$ cat config.mk
export PLATFORM = sky130hd
export DESIGN_NAME = sar_sample_health_monitor
export DESIGN_NICKNAME = d
export VERILOG_FILES = /design/src/rtl/sshm_pkg.sv /design/src/rtl/sshm_ram.sv /design/src/rtl/sar_sample_health_monitor.sv
export SDC_FILE = /design/constraint.sdc
export NUM_CORES = 1
export LEC_CHECK = 0
export ABC_AREA = 1
export BUFFER_PORTS_ARGS = -buffer_cell sky130_fd_sc_hd__buf_2
export CAP_MARGIN = 10
export CELL_PAD_IN_SITES_DETAIL_PLACEMENT = 0
export CELL_PAD_IN_SITES_GLOBAL_PLACEMENT = 1
export CORE_ASPECT_RATIO = 1.2
export CORE_MARGIN = 4
export CORE_UTILIZATION = 35
export DETAILED_ROUTE_END_ITERATION = 12
export PLACE_DENSITY = 0.69
export SYNTH_ARGS = -nofsm -noshare
export SYNTH_HDL_FRONTEND = slang
export SYNTH_HIERARCHICAL = 1
export SYNTH_SLANG_ARGS = --single-unit
export TNS_END_PERCENT = 100
$ cat constraint.sdc
create_clock -name clock -period 8.3 [get_ports clock]
set_input_delay 1.66 -clock clock [delete_from_list [all_inputs] [get_ports clock]]
set_output_delay 1.66 -clock clock [all_outputs]
set_load 0.01 [all_outputs]
$ cat src/rtl/sshm_pkg.sv
// Shared types, codes and helpers for the sample health monitor.
package sshm_pkg;

   localparam int VALUE_W     = 20;
   localparam int TOL_W       = 10;
   localparam int SAT_W       = 19;
   localparam int THRESH_W    = 16;
   localparam int CSR_INDEX_W = 3;
   localparam int CSR_DATA_W  = SAT_W;
   localparam int RUN_W       = 16;
   localparam int MASK_OUT_W  = 4;

   typedef enum logic [1:0] {
      REQ_CHANNEL = 2'd0,
      REQ_STALE   = 2'd1,
      REQ_RESET   = 2'd2,
      REQ_NONE    = 2'd3
   } req_kind_type;

   typedef enum logic [2:0] {
      QUAL_WARMING     = 3'd0,
      QUAL_VALID       = 3'd1,
      QUAL_SATURATED   = 3'd2,
      QUAL_STUCK_CONST = 3'd3,
      QUAL_STUCK_SAT   = 3'd4,
      QUAL_STALE       = 3'd5
   } quality_type;

   typedef enum logic [CSR_INDEX_W-1:0] {
      CSR_TOLERANCE     = 3'd0,
      CSR_SAT_LEVEL     = 3'd1,
      CSR_CHANGES       = 3'd2,
      CSR_SAT_STUCK     = 3'd3,
      CSR_CONST_STUCK   = 3'd4
   } csr_index_type;

   localparam logic [TOL_W-1:0]    TOL_RESET         = 10'd1;
   localparam logic [SAT_W-1:0]    SAT_LEVEL_RESET   = 19'd262136;
   localparam logic [THRESH_W-1:0] CHANGES_RESET     = 16'd2;
   localparam logic [THRESH_W-1:0] SAT_STUCK_RESET   = 16'd16;
   localparam logic [THRESH_W-1:0] CONST_STUCK_RESET = 16'd32;
   localparam logic [RUN_W-1:0]    RUN_MAX           = 16'hFFFF;

   // One channel row as kept in the sample stores.
   typedef struct packed {
      logic signed [VALUE_W-1:0] delta;
      logic signed [VALUE_W-1:0] raw;
      logic signed [VALUE_W-1:0] baseline;
   } sample_type;

   // True when |a - b| exceeds the tolerance (quarter units).
   function automatic logic value_differs(input logic signed [VALUE_W-1:0] a,
                                          input logic signed [VALUE_W-1:0] b,
                                          input logic [TOL_W-1:0] tol);
      logic signed [VALUE_W:0] diff;
      logic [VALUE_W:0]        mag;
      diff = {a[VALUE_W-1], a} - {b[VALUE_W-1], b};
      mag  = diff[VALUE_W] ? (~diff + 1'b1) : diff;
      return mag > {{(VALUE_W + 1 - TOL_W){1'b0}}, tol};
   endfunction

endpackage

$ cat src/rtl/sshm_ram.sv
// Generic single-write, single-read RAM with registered read data.
module sshm_ram #(
   parameter int WIDTH = 60,
   parameter int DEPTH = 4
) (
   input  logic                                     clock,
   input  logic                                     write_enable,
   input  logic [((DEPTH > 1) ? $clog2(DEPTH) : 1)-1:0] write_address,
   input  logic [WIDTH-1:0]                         write_data,
   input  logic                                     read_enable,
   input  logic [((DEPTH > 1) ? $clog2(DEPTH) : 1)-1:0] read_address,
   output logic [WIDTH-1:0]                         read_data
);

   logic [WIDTH-1:0] mem [DEPTH];

   // Read returns the old contents on a same-address collision.
   always_ff @(posedge clock) begin
      if (write_enable) begin
         mem[write_address] <= write_data;
      end
      if (read_enable) begin
         read_data <= mem[read_address];
      end
   end

endmodule

$ cat src/rtl/sar_sample_health_monitor.sv
// Top level of the sample health monitor: request pipeline, sample stores, grading.
// Usage:
//   A sample is sent as one request per channel, channel 0 first, last channel
//   last (req_type channel values). The last channel request yields one
//   response with the quality grade, the identical run, the saturation mask
//   and two status bits. A stale request yields one response with the stale
//   grade; a reset request clears the monitor state and yields nothing.
//   Configuration registers are written through the csr_ port while idle.
// Timing:
//   One request per cycle is taken while req_stall is low. The previous-sample
//   row is read from the bank RAMs at the accept edge; compare, count update and
//   grading load the output register when the grading stage advances. Previous
//   and pending values live in two banks of CHANNELS rows; a per-channel bank
//   select flips instead of copying a whole sample, and a write at the accept
//   edge is forwarded to the read it overtakes.
// Reset and stall:
//   reset clears control state and loads the register defaults; the sample
//   RAMs are not cleared. While rsp_stall holds a response, the block keeps
//   taking requests until the next response-producing request reaches the
//   grading stage, then raises req_stall until the output register frees.
module sar_sample_health_monitor
   import sshm_pkg::*;
#(
   parameter int CHANNELS   = 4,
   parameter int COUNT_BITS = 16
) (
   input  logic                        clock,
   input  logic                        reset,
   input  logic                        req_valid,
   output logic                        req_stall,
   input  logic [1:0]                  req_type,
   input  logic [1:0]                  req_channel_index,
   input  logic signed [VALUE_W-1:0]   req_delta_value,
   input  logic signed [VALUE_W-1:0]   req_raw_value,
   input  logic signed [VALUE_W-1:0]   req_baseline_value,
   output logic                        rsp_valid,
   input  logic                        rsp_stall,
   output logic [2:0]                  rsp_quality,
   output logic [RUN_W-1:0]            rsp_identical_run,
   output logic [MASK_OUT_W-1:0]       rsp_saturated_mask,
   output logic                        rsp_data_usable,
   output logic                        rsp_data_changing,
   input  logic                        csr_write_enable,
   input  logic [CSR_INDEX_W-1:0]      csr_index,
   input  logic [CSR_DATA_W-1:0]       csr_write_data
);

   localparam int CH_BITS = (CHANNELS > 1) ? $clog2(CHANNELS) : 1;
   localparam int ROW_W   = $bits(sample_type);
   localparam logic [CH_BITS-1:0]    LAST_CH   = CH_BITS'(CHANNELS - 1);
   localparam logic [COUNT_BITS-1:0] COUNT_MAX = '1;

   // configuration
   logic [TOL_W-1:0]    tol_ff;
   logic [SAT_W-1:0]    sat_level_ff;
   logic [THRESH_W-1:0] changes_ff;
   logic [THRESH_W-1:0] sat_stuck_ff;
   logic [THRESH_W-1:0] const_stuck_ff;

   // grading stage
   logic                s1_valid_ff;
   logic [1:0]          s1_type_ff;
   logic [1:0]          s1_ch_ff;
   sample_type          s1_row_ff;

   // forwarding of the write made at the edge a request was taken
   logic                fwd_valid_ff;
   logic                fwd_bank_ff;
   logic [CH_BITS-1:0]  fwd_ch_ff;
   sample_type          fwd_row_ff;

   // monitor state
   logic [CHANNELS-1:0]   sel_ff, sel_in;
   logic [CHANNELS-1:0]   dirty_ff, dirty_in;
   logic                  has_prev_ff, has_prev_in;
   logic                  differs_ff, differs_in;
   logic [CHANNELS-1:0]   mask_acc_ff, mask_acc_in;
   logic [CHANNELS-1:0]   mask_reg_ff, mask_reg_in;
   logic [COUNT_BITS-1:0] ident_ff, ident_in;
   logic [COUNT_BITS-1:0] change_ff, change_in;
   quality_type           grade_ff, grade_in;

   // output register
   logic                  rsp_valid_ff;
   logic [2:0]            rsp_quality_ff;
   logic [RUN_W-1:0]      rsp_run_ff;
   logic [MASK_OUT_W-1:0] rsp_mask_ff;
   logic                  rsp_usable_ff;
   logic                  rsp_changing_ff;

   logic                accept;
   logic [CH_BITS-1:0]  req_ci;
   logic                req_ch_ok;
   logic                s1_hold;
   logic                advance;
   logic [CH_BITS-1:0]  ci;
   logic                ch_ok;
   logic                is_chan;
   logic                is_last;
   logic                commit;
   logic                copy;
   logic                emit;
   logic                prev_bank;
   logic                fwd_hit;
   sample_type          rd_row0, rd_row1, prev_row;
   logic                wr_en;
   logic                wr_bank;
   logic                diff_any;
   logic                differs_now;
   logic [CHANNELS-1:0] ch_bit;
   logic [CHANNELS-1:0] mask_now;
   logic                sat_hit;
   logic [31:0]         ident_ext;
   logic [31:0]         mask_ext;

   assign req_ci    = CH_BITS'(32'(req_channel_index));
   assign req_ch_ok = 32'(req_channel_index) < CHANNELS;
   assign accept    = req_valid && !req_stall;

   assign ci      = CH_BITS'(32'(s1_ch_ff));
   assign ch_ok   = 32'(s1_ch_ff) < CHANNELS;
   assign is_chan = (s1_type_ff == REQ_CHANNEL) && ch_ok;
   assign is_last = (ci == LAST_CH);
   assign emit    = s1_valid_ff && ((is_chan && is_last) || (s1_type_ff == REQ_STALE));
   assign s1_hold = emit && rsp_valid_ff && rsp_stall;
   assign advance = s1_valid_ff && !s1_hold;
   assign req_stall = s1_hold;

   // previous sample row: selected bank, or the write that just landed there
   assign prev_bank = sel_ff[ci];
   assign fwd_hit   = fwd_valid_ff && (fwd_ch_ff == ci) && (fwd_bank_ff == prev_bank);
   assign prev_row  = fwd_hit ? fwd_row_ff : (prev_bank ? rd_row1 : rd_row0);

   assign wr_en   = advance && is_chan;
   assign wr_bank = ~prev_bank;

   sshm_ram #(.WIDTH(ROW_W), .DEPTH(CHANNELS)) u_bank0 (
      .clock         (clock),
      .write_enable  (wr_en && !wr_bank),
      .write_address (ci),
      .write_data    (s1_row_ff),
      .read_enable   (accept && req_ch_ok),
      .read_address  (req_ci),
      .read_data     (rd_row0)
   );

   sshm_ram #(.WIDTH(ROW_W), .DEPTH(CHANNELS)) u_bank1 (
      .clock         (clock),
      .write_enable  (wr_en && wr_bank),
      .write_address (ci),
      .write_data    (s1_row_ff),
      .read_enable   (accept && req_ch_ok),
      .read_address  (req_ci),
      .read_data     (rd_row1)
   );

   assign diff_any = value_differs(prev_row.delta, s1_row_ff.delta, tol_ff)
                   | value_differs(prev_row.raw, s1_row_ff.raw, tol_ff)
                   | value_differs(prev_row.baseline, s1_row_ff.baseline, tol_ff);
   assign differs_now = differs_ff | diff_any;
   assign ch_bit   = CHANNELS'(1) << ci;
   assign sat_hit  = $signed(s1_row_ff.raw) >= $signed({1'b0, sat_level_ff});
   assign mask_now = mask_acc_ff | (sat_hit ? ch_bit : '0);
   assign commit   = is_chan && is_last;
   assign copy     = commit && (!has_prev_ff || differs_now);

   always_comb begin
      sel_in      = sel_ff;
      dirty_in    = dirty_ff;
      has_prev_in = has_prev_ff;
      differs_in  = differs_ff;
      mask_acc_in = mask_acc_ff;
      mask_reg_in = mask_reg_ff;
      ident_in    = ident_ff;
      change_in   = change_ff;
      grade_in    = grade_ff;
      if (s1_type_ff == REQ_STALE) begin
         grade_in = QUAL_STALE;
      end else if (s1_type_ff == REQ_RESET) begin
         sel_in      = '0;
         dirty_in    = '0;
         has_prev_in = 1'b0;
         differs_in  = 1'b0;
         mask_acc_in = '0;
         mask_reg_in = '0;
         ident_in    = '0;
         change_in   = '0;
         grade_in    = QUAL_WARMING;
      end else if (is_chan) begin
         dirty_in    = dirty_ff | ch_bit;
         differs_in  = differs_now;
         mask_acc_in = mask_now;
         if (commit) begin
            mask_reg_in = mask_now;
            differs_in  = 1'b0;
            mask_acc_in = '0;
            if (copy) begin
               // pending bank becomes previous for every channel written since
               sel_in   = sel_ff ^ (dirty_ff | ch_bit);
               dirty_in = '0;
            end
            if (!has_prev_ff) begin
               has_prev_in = 1'b1;
               grade_in    = QUAL_WARMING;
            end else begin
               if (!differs_now) begin
                  if (ident_ff != COUNT_MAX) ident_in = ident_ff + 1'b1;
               end else begin
                  ident_in = '0;
                  if (change_ff != COUNT_MAX) change_in = change_ff + 1'b1;
               end
               if (mask_now != '0) begin
                  grade_in = (32'(ident_in) >= 32'(sat_stuck_ff)) ? QUAL_STUCK_SAT
                                                                 : QUAL_SATURATED;
               end else if (32'(ident_in) >= 32'(const_stuck_ff)) begin
                  grade_in = QUAL_STUCK_CONST;
               end else if (32'(change_in) >= 32'(changes_ff)) begin
                  grade_in = QUAL_VALID;
               end else begin
                  grade_in = QUAL_WARMING;
               end
            end
         end
      end
   end

   assign ident_ext = 32'(ident_in);
   assign mask_ext  = 32'(mask_reg_in);

   always_ff @(posedge clock) begin
      if (reset) begin
         tol_ff         <= TOL_RESET;
         sat_level_ff   <= SAT_LEVEL_RESET;
         changes_ff     <= CHANGES_RESET;
         sat_stuck_ff   <= SAT_STUCK_RESET;
         const_stuck_ff <= CONST_STUCK_RESET;
      end else if (csr_write_enable) begin
         case (csr_index)
            CSR_TOLERANCE:   tol_ff         <= csr_write_data[TOL_W-1:0];
            CSR_SAT_LEVEL:   sat_level_ff   <= csr_write_data[SAT_W-1:0];
            CSR_CHANGES:     changes_ff     <= csr_write_data[THRESH_W-1:0];
            CSR_SAT_STUCK:   sat_stuck_ff   <= csr_write_data[THRESH_W-1:0];
            CSR_CONST_STUCK: const_stuck_ff <= csr_write_data[THRESH_W-1:0];
            default: ;
         endcase
      end
   end

   always_ff @(posedge clock) begin
      if (reset) begin
         s1_valid_ff  <= 1'b0;
         fwd_valid_ff <= 1'b0;
      end else begin
         if (accept) begin
            s1_valid_ff  <= 1'b1;
            fwd_valid_ff <= wr_en;
         end else if (advance) begin
            s1_valid_ff  <= 1'b0;
         end
      end
   end

   always_ff @(posedge clock) begin
      if (accept) begin
         s1_type_ff         <= req_type;
         s1_ch_ff           <= req_channel_index;
         s1_row_ff.delta    <= req_delta_value;
         s1_row_ff.raw      <= req_raw_value;
         s1_row_ff.baseline <= req_baseline_value;
         fwd_bank_ff        <= wr_bank;
         fwd_ch_ff          <= ci;
         fwd_row_ff         <= s1_row_ff;
      end
   end

   always_ff @(posedge clock) begin
      if (reset) begin
         sel_ff      <= '0;
         dirty_ff    <= '0;
         has_prev_ff <= 1'b0;
         differs_ff  <= 1'b0;
         mask_acc_ff <= '0;
         mask_reg_ff <= '0;
         ident_ff    <= '0;
         change_ff   <= '0;
         grade_ff    <= QUAL_WARMING;
      end else if (advance) begin
         sel_ff      <= sel_in;
         dirty_ff    <= dirty_in;
         has_prev_ff <= has_prev_in;
         differs_ff  <= differs_in;
         mask_acc_ff <= mask_acc_in;
         mask_reg_ff <= mask_reg_in;
         ident_ff    <= ident_in;
         change_ff   <= change_in;
         grade_ff    <= grade_in;
      end
   end

   always_ff @(posedge clock) begin
      if (reset) begin
         rsp_valid_ff <= 1'b0;
      end else if (advance && emit) begin
         rsp_valid_ff <= 1'b1;
      end else if (!rsp_stall) begin
         rsp_valid_ff <= 1'b0;
      end
   end

   always_ff @(posedge clock) begin
      if (advance && emit) begin
         rsp_quality_ff  <= grade_in;
         rsp_run_ff      <= (ident_ext > 32'(RUN_MAX)) ? RUN_MAX : ident_ext[RUN_W-1:0];
         rsp_mask_ff     <= mask_ext[MASK_OUT_W-1:0];
         rsp_usable_ff   <= (grade_in == QUAL_VALID);
         rsp_changing_ff <= (change_in != '0) && (grade_in != QUAL_STUCK_CONST)
                            && (grade_in != QUAL_STUCK_SAT) && (grade_in != QUAL_STALE);
      end
   end

   assign rsp_valid          = rsp_valid_ff;
   assign rsp_quality        = rsp_quality_ff;
   assign rsp_identical_run  = rsp_run_ff;
   assign rsp_saturated_mask = rsp_mask_ff;
   assign rsp_data_usable    = rsp_usable_ff;
   assign rsp_data_changing  = rsp_changing_ff;

   a_usable_matches_grade: assert property (@(posedge clock) disable iff (reset)
      rsp_valid |-> (rsp_data_usable == (rsp_quality == QUAL_VALID)))
      else $error("usable flag disagrees with quality");

   a_changing_not_stuck: assert property (@(posedge clock) disable iff (reset)
      (rsp_valid && rsp_data_changing) |->
         (rsp_quality != QUAL_STUCK_CONST && rsp_quality != QUAL_STUCK_SAT
          && rsp_quality != QUAL_STALE))
      else $error("changing flag set on a stuck or stale grade");

   a_copy_clears_dirty: assert property (@(posedge clock) disable iff (reset)
      (advance && copy) |=> (dirty_ff == '0))
      else $error("dirty bits survive a sample copy");

   a_accept_fills_stage: assert property (@(posedge clock) disable iff (reset)
      accept |=> s1_valid_ff)
      else $error("accepted request lost before grading stage");

   a_hold_keeps_response: assert property (@(posedge clock) disable iff (reset)
      s1_hold |=> (rsp_valid_ff && s1_valid_ff))
      else $error("held request dropped while response waits");

endmodule

==> flow_summary_export.csv <==
group,metric,value,unit
status,status,"completed",
cts,clk_pin_slew_worst_paths,0.06,ns
placement,postPlaceCellArea,47300,sq um
setup_path,path_class,"register to register",
timing,period_minus_slack,7.73,ns
global_routing,grt_max_degree,129,
synthesis,ys_types,56,
setup_path,crit_slowest_cell,"edfxtp_1",
cts,cts_hold_buf,0,
setup_path,r2r_slack,0.57,ns
timing,tightest_slew,1.06,ns
timing,holdWs,0.461,ns
floorplanning,coreArea,126000,sq um
global_routing,grt_pass1_vias,31800,
cts,cts-root-buf,"clkbuf_16",
power,p_per_area,210,nW/um^2
timing,finalCritPeriodShare,93.1,%
synthesis,yosysWarnings,6,
setup_path,ff2ff_path_depth,58,
synthesis,synth_enable_flop_cells,752,
cts,htree_levels,3,
global_routing,grt_pass1_wl,184,mm
setup_path,end_kind,"register",
placement,place_congestion,0.915,
floorplanning,dieArea,133000,sq um
routing,drtIter0Drc,2192,
floorplanning,floorplan.initialDensity,35.2,%
routing,routed_wl,120,mm
synthesis,synth_top_area_cell,"edfxtp_1",
placement,hpwl,78.7,mm
min_path,hold-path-cell-count,2,
flow_run,maxCapViolCount,0,
min_path,hold_path_class,"register to register",
floorplanning,num_io_pins,118,
cts,numCtsBuffers,95,
timing,finalSetupTns,0,ns
setup_path,slowest_delay,0.51,ns
setup_path,r2r_end,"rsp_data_usable$_DFFE_PP_",
routing,vias,33000,
synthesis,syn_area_per_cell,8.83,sq um
final_layout,post-route-util,40.2,%
timing,finalMaxSlewViolations,0,
power,p_comb_share,13.7,%
synthesis,synth_area,44600,sq um
global_routing,track_usage,17.7,%
setup_path,arrival,8.21,ns
power,clockPowerShare,39.2,%
synthesis,synth-seq-cells,885,
power,power_frac_seq,47.1,%
cts,clockBufferDepth,3,
synthesis,synth_top_area_share,50.7,%
cts,cts_sinks,885,
timing,finClkSkew,0.0421,ns
synthesis,syn-num-nets,5300,
floorplanning,die_w,334,um
final_layout,drive_above_1_share,9.24,%
floorplanning,std_cell_rows,143,
setup_path,cp-start-kind,"register",
setup_path,r2r-start,"ci[1]$_DFFE_PP_",
synthesis,yosysSeqAreaShare,56.6,%
routing,via_per_inst,4.75,
cts,clkLatencyLatePin,0.72,ns
routing,dr.pass1.iters,5,
setup_path,crit_fanout,11,
synthesis,ys.flop_type,"edfxtp_1",
final_layout,layout_common_cells,"nand2_1 (1407), inv_1 (991), edfxtp_1 (752), nand3_1 (388), nor2_1 (261)",
min_path,min_to,"const_stuck_ff[7]$_SDFFE_PP0P_",
timing,setup_viol,0,
timing,hold_viol,0,
setup_path,required,8.78,ns
setup_path,worst_path_most_repeated_cell,"nand2_1",
floorplanning,die_h,399,um
final_layout,final_common_cell,"nand2_1",
synthesis,synthCells,5046,
timing,fmax,129,MHz
min_path,min_from,"const_stuck_ff[7]$_SDFFE_PP0P_",
final_layout,area_delta_synth_final,14.0,%
power,leakage,22.8,nW
placement,port_buffers,117,
cts,cts_tree,"built",
timing,slew-limit-headroom,29.0,%
synthesis,synthArstFlopShare,0,%
routing,post_drt_wl_per_cell,17.2,um
routing,drc,0,
final_layout,design_area,50800,sq um
power,p_sw_share,26.7,%
power,peakVddDrop,0.166,mV
global_routing,grt-ovfl-total,0,
synthesis,yosys-top-cells-area,"edfxtp_1 (51%), nand2_1 (12%), inv_1 (8.4%)",
routing,ant_nets,0,
power,p_sw,0.00284,W
power,p_int,0.00782,W
final_layout,fin_nets,5457,
power,total_power,0.0107,W
global_routing,antenna_found_initial,2,
==> cell families after synthesis <==
kind of cell / Yosys count / synth area share [%]
AO/OA/AOI/OAI: 527 / 6.50
XOR/XNOR: 47 / 0.974
adder cells (fa/ha/maj): 163 / 4.63
buffers and inverters: 1168 / 10.1
flip-flops: 885 / 56.6
AND/OR/NAND/NOR: 2256 / 21.1
==> layout make-up <==
cell class	count	area, sq um
timing repair buffer	219	1550
clock buffer	118	2500
antenna	2	5.00
multi-input combinational	2993	15100
inverter	1009	3800
tap	1667	2090
fill	12500	75700
clock inverter	59	558
sequential	885	25200
==> repair_timing <==
action,CTS,global route
endpoints found under the setup margin,0,8
resized for setup,0,60
buffers inserted,0,14
==> synth_stat cells, types with 5 or more instances <==
master    number
nand3_1      390
o211ai_1      21
clkbuf_1      85
xor2_1        39
a21oi_2        5
nand3b_1      19
nand2_1     1416
edfxtp_1     752
inv_1        997
a21oi_1      223
buf_1          6
buf_2         60
xnor2_1        5
buf_6          5
ha_1         160
dfxtp_1      133
inv_2          9
nand4_1       31
a211oi_1      11
nor2_2        13
a31oi_1       59
nand2_2       21
nor2_1       266
o21ai_1        7
o21a_1         7
nor3_1        67
nor4_1        10
o21ai_0      173
==> worst max-delay path by stage <==
| stage | from | to | slack [ns] |
|---|---|---|---|
| floorplan | ci[0]$_DFFE_PP_ | rsp_data_usable$_DFFE_PP_ | 0.47 |
| global placement | ci[1]$_DFFE_PP_ | rsp_data_usable$_DFFE_PP_ | 0.27 |
| detailed placement | ci[1]$_DFFE_PP_ | rsp_data_usable$_DFFE_PP_ | 0.13 |
| CTS | ci[1]$_DFFE_PP_ | rsp_data_usable$_DFFE_PP_ | 0.07 |
| global route | ci[0]$_DFFE_PP_ | rsp_data_changing$_DFFE_PP_ | -0.02 |
| finish | ci[1]$_DFFE_PP_ | rsp_data_usable$_DFFE_PP_ | 0.57 |
==> power by group through the flow <==
stage | Sequential (W) | Clock (W) | Combinational [W]
after floorplan | 0.00510 | 0 | 0.00101
after global routing | 0.00503 | 0.00449 | 0.00166
after global placement | 0.00511 | 0 | 0.00141
after detailed placement | 0.00511 | 0 | 0.00142
final | 0.00502 | 0.00418 | 0.00146
after CTS | 0.00502 | 0.00431 | 0.00143
==> critical path: cells and delay by family (launching register included) <==
kind / cells / cell delay (ns)
AOI/OAI and AO/OA: 18 / 2.43
xor gates and xnor gates: 2 / 0.28
adders and majority gates: 3 / 0.87
buffers and inverters: 8 / 0.86
DFF: 1 / 0.51
and+or+nand+nor: 27 / 2.48
==> routing by layer <==
layer	share of wire, %	GRT usage [%]	vias to the layer above	routed length [um]
met2	49	31.5	670	59100
met5	0	0	-	0
met1	44	22.3	15600	52500
met3	4.3	2.60	147	5160
li1	-	-	16600	-
met4	2.4	4.92	0	2870
==> flip-flops by register name (all words and copies together), names as in the netlist, 10 cells and up <==
name,cells
tol_ff,10
changes_ff,16
sat_stuck_ff,16
u_bank1/read_data,60
ident_ff,16
fwd_row_ff,60
u_bank1/mem,240
change_ff,16
const_stuck_ff,16
sat_level_ff,19
rsp_identical_run,16
u_bank0/read_data,60
u_bank0/mem,240
s1_row_ff,60
==> metrics by stage <==
step           setup slack [ns]  std cells
2_1_floorplan             0.468       5046
3_3_place_gp              0.274       6754
3_5_place_dp              0.134       6754
4_1_cts                  0.0700       6931
5_1_grt                 -0.0162       6950
6_report                  0.569       6952
Note: power is estimated with default switching activity, not from simulation.
